--- config.mk ---
export PLATFORM = sky130hd
export DESIGN_NAME = rpsp_lane
export DESIGN_NICKNAME = d
export VERILOG_FILES = /design/src/hdl/rpsp_pkg.sv /design/src/hdl/rpsp_div.sv /design/src/hdl/rpsp_lane.sv
export SDC_FILE = /design/constraint.sdc
export NUM_CORES = 2
export LEC_CHECK = 0
export BUFFER_PORTS_ARGS = -buffer_cell sky130_fd_sc_hd__buf_2
export CAP_MARGIN = 10
export CORE_MARGIN = 2
export CORE_UTILIZATION = 57
export DETAILED_ROUTE_END_ITERATION = 12
export PLACE_DENSITY = 0.76
export SYNTH_ARGS = -nofsm -noshare
export SYNTH_HDL_FRONTEND = slang
export SYNTH_SLANG_ARGS = --single-unit
--- constraint.sdc ---
create_clock -name clk -period 6.7 [get_ports clk]
set_clock_uncertainty 0.1 [all_clocks]
set_input_delay 0.335 -clock clk [delete_from_list [all_inputs] [get_ports clk]]
set_output_delay 0.335 -clock clk [all_outputs]
set_load 0.005 [all_outputs]
--- src/hdl/rpsp_pkg.sv ---
package rpsp_pkg;

  localparam int LEVEL_FRAC_BITS = 16;
  localparam int LEVEL_W = LEVEL_FRAC_BITS + 1;
  localparam logic [LEVEL_W-1:0] LEVEL_FULL = LEVEL_W'(1) << LEVEL_FRAC_BITS;
  localparam int MULT_W = LEVEL_FRAC_BITS + 2;
  localparam int LSUM_W = LEVEL_FRAC_BITS + 2;
  localparam int TICK_W = 16;
  localparam int GAP_W = 12;
  localparam int ISUM_W = TICK_W + 2;
  localparam int SCALE_W = MULT_W + LSUM_W;
  localparam logic [SCALE_W-1:0] SCALE_LIMIT = SCALE_W'(3) << (2 * LEVEL_FRAC_BITS);

  // level times budget, then times multiplier
  localparam int PROD_W = LEVEL_FRAC_BITS + TICK_W;
  localparam int QPROD_W = PROD_W + MULT_W;

  // first divider: rounded width, second divider: overflow rescale
  localparam int DIV1_NW = PROD_W + 2;
  localparam int DIV1_DW = LSUM_W + 1;
  localparam int DIV1_QW = TICK_W + 1;
  localparam int DIV2_NW = 2 * TICK_W;
  localparam int DIV2_DW = ISUM_W;
  localparam int DIV2_QW = TICK_W;

  localparam int LANE_LAT = 3 + DIV1_QW + 1;
  localparam int MERGE_LAT = 2 + DIV2_QW + 1;
  localparam int PIPE_LAT = 2 + LANE_LAT + MERGE_LAT;

  localparam int NUM_LANES = 3;

  localparam int CFG_IDX_W = 2;
  localparam logic [CFG_IDX_W-1:0] REG_PERIOD = 2'd0;
  localparam logic [CFG_IDX_W-1:0] REG_GAP = 2'd1;
  localparam logic [CFG_IDX_W-1:0] REG_MIN_ON = 2'd2;

  localparam logic [TICK_W-1:0] PERIOD_RST = 16'd4000;
  localparam logic [GAP_W-1:0] GAP_RST = 12'd10;
  localparam logic [GAP_W-1:0] MIN_ON_RST = 12'd8;

  typedef struct packed {
    logic [LEVEL_W-1:0] red_level;
    logic [LEVEL_W-1:0] green_level;
    logic [LEVEL_W-1:0] blue_level;
    logic [LEVEL_W-1:0] stretch;
  } in_word_t;

  typedef struct packed {
    logic [TICK_W-1:0] red_start;
    logic [TICK_W-1:0] red_end;
    logic [TICK_W-1:0] green_start;
    logic [TICK_W-1:0] green_end;
    logic [TICK_W-1:0] blue_start;
    logic [TICK_W-1:0] blue_end;
    logic [TICK_W-1:0] red_width;
    logic [TICK_W-1:0] green_width;
    logic [TICK_W-1:0] blue_width;
    logic [TICK_W-1:0] period_out;
  } out_word_t;

  // settings shared by lanes and merge
  typedef struct packed {
    logic [TICK_W-1:0] budget;
    logic [GAP_W-1:0]  gap;
    logic [GAP_W-1:0]  min_on;
  } slot_cfg_t;

  function automatic logic [LEVEL_W-1:0] sat_level(input logic [LEVEL_W-1:0] v);
    sat_level = (v > LEVEL_FULL) ? LEVEL_FULL : v;
  endfunction

endpackage

--- src/hdl/rpsp_div.sv ---
module rpsp_div #(
  parameter int NW = rpsp_pkg::DIV1_NW,
  parameter int DW = rpsp_pkg::DIV1_DW,
  parameter int QW = rpsp_pkg::DIV1_QW
) (
  input  logic          clk,
  input  logic          en,
  input  logic [NW-1:0] num,
  input  logic [DW-1:0] den,
  output logic [QW-1:0] quo
);

  // one quotient bit per stage, quotient known to fit in QW bits
  logic [DW-1:0] rem_w [QW+1];
  logic [QW-1:0] low_w [QW+1];
  logic [QW-1:0] q_w   [QW+1];
  logic [DW-1:0] den_w [QW+1];

  assign rem_w[0] = DW'(num >> QW);
  assign low_w[0] = num[QW-1:0];
  assign q_w[0]   = '0;
  assign den_w[0] = den;

  for (genvar i = 0; i < QW; i++) begin : g_stage
    logic [DW:0]   trial;
    logic          ge;
    logic [DW:0]   diff;
    logic [DW-1:0] rem_r;
    logic [QW-1:0] low_r;
    logic [QW-1:0] q_r;
    logic [DW-1:0] den_r;

    assign trial = {rem_w[i], low_w[i][QW-1]};
    assign ge    = trial >= {1'b0, den_w[i]};
    assign diff  = trial - {1'b0, den_w[i]};

    always_ff @(posedge clk) begin
      if (en) begin
        rem_r <= ge ? diff[DW-1:0] : trial[DW-1:0];
        low_r <= low_w[i] << 1;
        q_r   <= {q_w[i][QW-2:0], ge};
        den_r <= den_w[i];
      end
    end

    assign rem_w[i+1] = rem_r;
    assign low_w[i+1] = low_r;
    assign q_w[i+1]   = q_r;
    assign den_w[i+1] = den_r;
  end

  assign quo = q_w[QW];

endmodule

--- src/hdl/rpsp_lane.sv ---
module rpsp_lane (
  input  logic                          clk,
  input  logic                          en,
  input  rpsp_pkg::slot_cfg_t           cfg,
  input  logic [rpsp_pkg::LEVEL_W-1:0]  lv,
  input  logic [rpsp_pkg::MULT_W-1:0]   mult,
  input  logic [rpsp_pkg::LSUM_W-1:0]   lsum,
  input  logic                          scale,
  output logic [rpsp_pkg::TICK_W-1:0]   width
);

  logic [rpsp_pkg::PROD_W-1:0]  p_r, p2_r;
  logic [rpsp_pkg::MULT_W-1:0]  mult1_r;
  logic [rpsp_pkg::LSUM_W-1:0]  lsum1_r, lsum2_r;
  logic                         scale1_r, scale2_r;
  logic [rpsp_pkg::QPROD_W-1:0] q_r;
  logic [rpsp_pkg::DIV1_NW-1:0] num_r, num_nxt;
  logic [rpsp_pkg::DIV1_DW-1:0] den_r, den_nxt;
  logic [rpsp_pkg::PROD_W:0]    p_nxt;
  logic [rpsp_pkg::QPROD_W:0]   z_sum;
  logic [rpsp_pkg::DIV1_QW-1:0] quo;
  logic [rpsp_pkg::TICK_W-1:0]  clamp;
  logic [rpsp_pkg::TICK_W-1:0]  width_r, width_nxt;

  assign p_nxt = (rpsp_pkg::PROD_W + 1)'(lv) * (rpsp_pkg::PROD_W + 1)'(cfg.budget);

  // unscaled path: round(q / (3 F^2)) as floor(((q + 3 F^2 / 2) >> 2F) / 3)
  assign z_sum = (rpsp_pkg::QPROD_W + 1)'(q_r)
               + ((rpsp_pkg::QPROD_W + 1)'(3) << (2 * rpsp_pkg::LEVEL_FRAC_BITS - 1));

  always_comb begin
    if (scale2_r) begin
      num_nxt = rpsp_pkg::DIV1_NW'({p2_r, 1'b0}) + rpsp_pkg::DIV1_NW'(lsum2_r);
      den_nxt = {lsum2_r, 1'b0};
    end else begin
      num_nxt = rpsp_pkg::DIV1_NW'(z_sum >> (2 * rpsp_pkg::LEVEL_FRAC_BITS));
      den_nxt = rpsp_pkg::DIV1_DW'(3);
    end
  end

  always_ff @(posedge clk) begin
    if (en) begin
      p_r      <= p_nxt[rpsp_pkg::PROD_W-1:0];
      mult1_r  <= mult;
      lsum1_r  <= lsum;
      scale1_r <= scale;
      q_r      <= rpsp_pkg::QPROD_W'(p_r) * rpsp_pkg::QPROD_W'(mult1_r);
      p2_r     <= p_r;
      lsum2_r  <= lsum1_r;
      scale2_r <= scale1_r;
      num_r    <= num_nxt;
      den_r    <= den_nxt;
      width_r  <= width_nxt;
    end
  end

  rpsp_div #(
    .NW(rpsp_pkg::DIV1_NW),
    .DW(rpsp_pkg::DIV1_DW),
    .QW(rpsp_pkg::DIV1_QW)
  ) u_div (
    .clk(clk),
    .en (en),
    .num(num_r),
    .den(den_r),
    .quo(quo)
  );

  // clamp to budget, then lift small lit widths to the minimum
  assign clamp = (quo > rpsp_pkg::DIV1_QW'(cfg.budget)) ? cfg.budget
                                                        : quo[rpsp_pkg::TICK_W-1:0];
  assign width_nxt = (clamp != '0 && clamp < rpsp_pkg::TICK_W'(cfg.min_on))
                   ? rpsp_pkg::TICK_W'(cfg.min_on) : clamp;

  assign width = width_r;

endmodule

* After elaboration in Yosys (flattened, before gate mapping) *
Index checks and enable logic that the tools add are counted.

word-level totals
  memories kept = 0
  bits in latches = 0
  logic and storage cells = 141
  output and inout port bits = 16
  RAM bits = 0
  bits in read-only memories = 0
  flip-flop bits (word level) = 1136

operators by class
  magnitude comparators = 19
  reductions and logical operators = 2
  mux-type cells = 20
  add/sub/neg operators = 18
  shift-type cells = 0
  multiply operators = 2
  equal/unequal tests = 0
  div/mod/pow operators = 0
  bitwise operators = 0

operator list
  kind                      count
  $ge A20 B19 Y1            16
  $mux W19                  16
  $sub A19 B19 Y19          15
  $add A50 B33 Y51 const B  1
  $mul A32 B18 Y50          1
  $add A33 B18 Y34          1
  $mul A17 B16 Y32          1
  $ge A18 B19 Y1            1
  $sub A18 B19 Y19          1
  $mux W18                  1
  $gt A17 B16 Y1            1
  $lt A16 B12 Y1            1
  $mux W16                  1
  $reduce_bool A16 Y1       1
  $mux W12                  1
  $logic_and A1 B1 Y1       1
  $mux W1                   1

* Longest topological paths before layout *
  word-level depth = 5
  depth in mapped cells = 25
  gate-level depth less buffers = 23

* By module *
Synthesis repeated with hierarchy kept, for this count alone.

second synthesis, totals
  cell total of the unflattened synthesis = 7354
  area total of the unflattened synthesis = 80953.9 um^2

by module, submodules not included
  module     area each (um^2)  sequential area each (um^2)  cells each  instances
  rpsp_div   45459.8           26935.8                      3639        1
  rpsp_lane  35494.0           6246.0                       3715        1

* Worst setup path after synthesis *
Ideal clock, no wire load.

  kind = flip-flop to flip-flop
  from = register p_r[14] in the netlist's numbering
  to = register q_r[48] in the netlist's numbering, data pin
  data required time = 6.337 ns
  path slack = 0.117 ns
  stages on the path, launching flop included = 23
  path buffers = 2
  period minus slack after synthesis = 6.583 ns
  library setup time = 0.263 ns
  data arrival time = 6.220 ns
  cell sequence = edfxtp_1 clkbuf_1 clkbuf_1 nand2_1 fa_1 inv_1 fa_1 fa_1 fa_1 fa_1 inv_1 fa_1 inv_1 ha_1 a21oi_1 o21ai_0 o21ai_0 o221ai_1 a22oi_1 o31ai_1 a41o_1 a311oi_1 xnor2_1

between the ends
  longest elaborated chain between the ends = 1

ends and longest elaborated chain
  element                 RTL line         RTL
  start, declared         rpsp_lane.sv:12  logic [rpsp_pkg::PROD_W-1:0] p_r, p2_r;
  start signal, assigned  rpsp_lane.sv:43  p_r <= p_nxt[rpsp_pkg::PROD_W-1:0];
  $mul A32 B18 Y50        rpsp_lane.sv:47  q_r <= rpsp_pkg::QPROD_W'(p_r) * rpsp_pkg::QPROD_W'(mult1_r);
  end signal, assigned    rpsp_lane.sv:47
  end, declared           rpsp_lane.sv:16  logic [rpsp_pkg::QPROD_W-1:0] q_r;

No other way between the ends.
A chain may end at the register's enable or synchronous reset.

* Final worst setup path *
  from = register mult1_r[7] in the netlist's numbering
  to = register q_r[48] in the netlist's numbering, data pin

between the ends
  longest elaborated chain between the ends = 1

ends and longest elaborated chain
  element                 RTL line         RTL
  start, declared         rpsp_lane.sv:13  logic [rpsp_pkg::MULT_W-1:0] mult1_r;
  start signal, assigned  rpsp_lane.sv:44  mult1_r <= mult;
  $mul A32 B18 Y50        rpsp_lane.sv:47

No other way between the ends.

==> flow_summary_export.csv <==
group,metric,value,unit
run_status,run_status,"finished, violations left",
run_status,violations,"setup timing",
sta,finalCritPeriodShare,1.01,
hold_path,min_path_type,"input port to flip-flop",
global_routing,grt_pass1_wl,279000,um
critical_path,critical-path-slowest-cell,"fa_1",
place,gp_congestion,0.896,
critical_path,startpoint,"mult1_r[7]",
critical_path,cp.required,7.06,ns
global_routing,gr-usage-all-layers,0.239,
clock_network,clk_pin_slew_worst_paths,0.06,ns
die,die_h,381,um
critical_path,path_cells,"buf_6 -> and2_4 -> fa_1 -> inv_2 -> fa_1 -> fa_1 -> inv_1 -> fa_1 -> fa_1 -> inv_1 -> fa_1 -> inv_1 -> ha_1 -> and2_4 -> buf_4 -> a21boi_2 -> buf_4 -> o221ai_4 -> a22oi_2 -> o31ai_2 -> buf_4 -> a41o_4 -> a311oi_2 -> xnor2_1",
hold_path,min_from,"cfg[38]",
critical_path,reg2reg_from,"mult1_r[7]",
sta,tightest_slew,1.20,ns
final_layout,area_growth,10.7,%
global_routing,grt_pass1_vias,55100,
synthesis,yosysSeqAreaShare,0.410,
sta,min_period,6.73,ns
synthesis,synth_warnings,0,
hold_path,min_path_cells,3,
place,place_area,85100,sq um
sta,fin_ws,-0.0345,ns
detailed_routing,vias,52400,
sta,hold_violations,0,
critical_path,ff2ff_setup_slack,-0.03,ns
place,place_ws,-0.594,ns
die,pin_count,112,
sta,slew_headroom,0.200,
die,rows,138,
place,place_inst,9237,
synthesis,synth_nets,8597,
final_layout,design_area,89700,sq um
detailed_routing,wl_per_cell,17.8,um
clock_network,clock_path_buffers,3,
detailed_routing,via_per_inst,5.51,
sta,rsz0062_at_grt,"true",
detailed_routing,dr.pass1.iters,5,
clock_network,cts_root_buffer,"clkbuf_16",
clock_network,numCtsBuffers,111,
die,die_x,381,um
clock_network,cts_tree,"done",
critical_path,max_stage_delay,0.60,ns
hold_path,min_to,"width[14]",
critical_path,cp_max_fo,13,
synthesis,synth_edf_count,1105,
detailed_routing,wirelength,169000,um
global_routing,grt_overflow_total,0,
clock_network,clk_latency,0.72,ns
critical_path,reg2reg_depth,24,
sta,finalMaxSlewViolations,0,
critical_path,end_kind,"flip-flop",
die,die_area,145000,sq um
clock_network,cts.sinks,1105,
final_layout,drive_above_1_share,0.112,
place,portBuffers,99,
sta,max_freq,0.148,GHz
detailed_routing,drt_iter0_markers,3395,
synthesis,synth_cell_types,92,
die,core,141000,sq um
critical_path,cp_data_arrival_time,7.09,ns
global_routing,grt_start_max_net_pins,197,
final_layout,fin_nets,8919,
synthesis,synth-main-ff-cell,"edfxtp_1",
die,initial_core_util,0.573,
synthesis,synthCells,7210,
global_routing,antenna_found_initial,6,
final_layout,instances_no_fill,9513,
synthesis,ys_ff_latch,1105,
synthesis,syn-cell-area,81000,sq um
critical_path,startpoint_type,"flip-flop",
synthesis,postSynth.asyncResetShare,0,
place,dp_hpwl,129000,um
sta,setup_tns,-0.0681,ns
synthesis,synth.avg_cell_area,11.2,sq um
critical_path,criticalPathCategory,"flip-flop to flip-flop",
job,max_cap_viol_count,0,
critical_path,cpMostUsedCell,"fa_1",
clock_network,htree_levels,3,
detailed_routing,drc_errors,0,
critical_path,rr_endpoint,"q_r[48]",
sta,setup_viol,2,
detailed_routing,drtAntennaViolNets,0,
final_layout,diodes,0,
==> cells in the final DEF, fill, tap and decap left out, drive strengths merged, types with 12 or more instances in the layout <==
cell type    netlist  routed
and3              29      29
o41ai             19      19
dlygate4sd3        0      49
and2             339     339
clkbuf           176     128
nor3              85      85
ha               589     589
fa               702     702
edfxtp          1105    1105
nor4              24      24
nor2             240     240
nand3             62      62
o21ai            202     202
o21a              68      68
o21bai            27      27
xor2              79      79
a31oi             27      27
a21oi            286     286
or3               36      36
a21boi            13      13
mux2             231     231
mux2i             47      47
inv             1297    1307
nand2            736     736
a211oi            27      27
clkinv             0      48
nor2b             70      70
nand2b            38      38
o31a              22      22
xnor2            224     224
a21o              98      98
o221ai            12      12
o211ai            27      27
buf               35     371
nand4             60      60
o31ai             28      28
or2               16      16
==> flip-flops by register name (all words and copies together), names as in the netlist <==
| signal | count |
|---|---|
| u_div.g_stage.low_r | 136 |
| den_r | 19 |
| u_div.g_stage.q_r | 136 |
| num_r | 34 |
| u_div.g_stage.rem_r | 304 |
| scale2_r | 1 |
| lsum2_r | 18 |
| p_r | 32 |
| u_div.quo | 17 |
| u_div.g_stage.den_r | 304 |
| scale1_r | 1 |
| mult1_r | 18 |
| q_r | 19 |
| lsum1_r | 18 |
| p2_r | 32 |
| width | 16 |
==> how the worst max path moves through the flow <==
stage	end	slack (ns)	cells past startpoint
floorplan	q_r[48]	0.12	22
global placement	q_r[48]	-0.42	23
detailed placement	q_r[39]	-0.59	23
CTS	q_r[48]	-0.02	23
global route	q_r[48]	-0.23	25
finish	q_r[48]	-0.03	24
==> kinds of logic (layout without fill, tap and decap cells) <==
family,after synthesis,in the layout,share of synthesized area
AO/OA/AOI/OAI,951,951,0.0766
buffers and inverters,1508,1921,0.0707
AND/OR/NAND/NOR,1774,1774,0.106
flip-flops,1105,1105,0.410
XOR/XNOR,303,303,0.0328
multiplexers,278,278,0.0397
adder cells (fa/ha/maj),1291,1291,0.265
==> per-layer routing <==
metal  wire [um]  up-vias  GRT usage
met1       68700    25800      0.300
met5          23        -          0
met4        6860        4     0.0941
met2       85000     1500      0.418
met3        8800      398     0.0327
li1            -    24800          -
==> what timing repair did <==
| action | in CTS | in global routing |
|---|---|---|
| setup endpoints to repair | 13 | 16 |
| hold buffers | 49 | 0 |
| resized for setup | 31 | 37 |
| buffers inserted | 13 | 9 |
| hold endpoints to repair | 49 | 0 |
| pin swaps | 22 | 23 |
==> final cells by class <==
cell class / count / area [sq um]
Timing Repair Buffer: 420 / 3350
Clock inverter: 76 / 673
Clock buffer: 128 / 2860
Inverter: 1297 / 4870
Multi-Input combinational cell: 4597 / 42400
Sequential cell: 1105 / 33200
Tap cell: 1890 / 2360
Fill cell: 10600 / 51600
==> synth_stat cells (7+ instances only) <==
cell type | instances | area share
o21ai_0 | 186 | 0.011
o221ai_1 | 10 | 0.0011
nor2b_1 | 70 | 0.0054
and3_1 | 29 | 0.0022
a21boi_0 | 13 | 0.0012
o211ai_1 | 27 | 0.0025
a21oi_1 | 286 | 0.018
o21ai_1 | 14 | 0.00087
a31oi_1 | 25 | 0.0019
inv_1 | 1296 | 0.060
edfxtp_1 | 1105 | 0.41
o41ai_1 | 12 | 0.0013
nand2b_1 | 38 | 0.0029
nor4_1 | 23 | 0.0018
o31ai_1 | 27 | 0.0025
nand4_1 | 60 | 0.0046
a21o_1 | 98 | 0.0091
o21a_1 | 68 | 0.0063
o21bai_1 | 27 | 0.0025
ha_1 | 589 | 0.091
fa_1 | 702 | 0.17
or2_2 | 15 | 0.0012
clkbuf_1 | 176 | 0.0082
a211oi_1 | 27 | 0.0025
nor3_1 | 84 | 0.0052
mux2i_1 | 47 | 0.0058
a31o_2 | 9 | 0.00097
or3_1 | 36 | 0.0028
mux2_4 | 39 | 0.0072
xnor2_1 | 224 | 0.024
o41ai_2 | 7 | 0.0014
o31a_1 | 22 | 0.0024
nor2_1 | 239 | 0.011
buf_2 | 19 | 0.0012
nand2_1 | 736 | 0.034
xor2_1 | 79 | 0.0085
mux2_2 | 186 | 0.026
buf_1 | 10 | 0.00046
and2_1 | 338 | 0.026
nand3b_1 | 11 | 0.0010
nor3b_1 | 7 | 0.00065
nand3_1 | 62 | 0.0038
o311ai_0 | 10 | 0.0011
==> critical path, delay by kind of cell (launching register included) <==
family / cells / cell delay [ns]
AO/OA/AOI/OAI: 6 / 1.18
XOR/XNOR: 1 / 0.10
adder cells (fa/ha/maj): 7 / 3.54
buffers and inverters: 8 / 0.84
flip-flops: 1 / 0.41
AND/OR/NAND/NOR: 2 / 0.31
==> metrics by stage <==
| stage | hold slack [ns] | util |
|---|---|---|
| 6_report | 0.0651 | 0.635 |
| 5_1_grt | 0.0397 | 0.635 |
| 4_1_cts | 0.00153 | 0.633 |
| 3_5_place_dp | 0.305 | 0.603 |
| 3_3_place_gp | 0.301 | 0.603 |
| 2_1_floorplan | 0.300 | - |
Power is not shown: default switching activity piles up to over one toggle a cycle in this logic, so the estimate is an artifact.
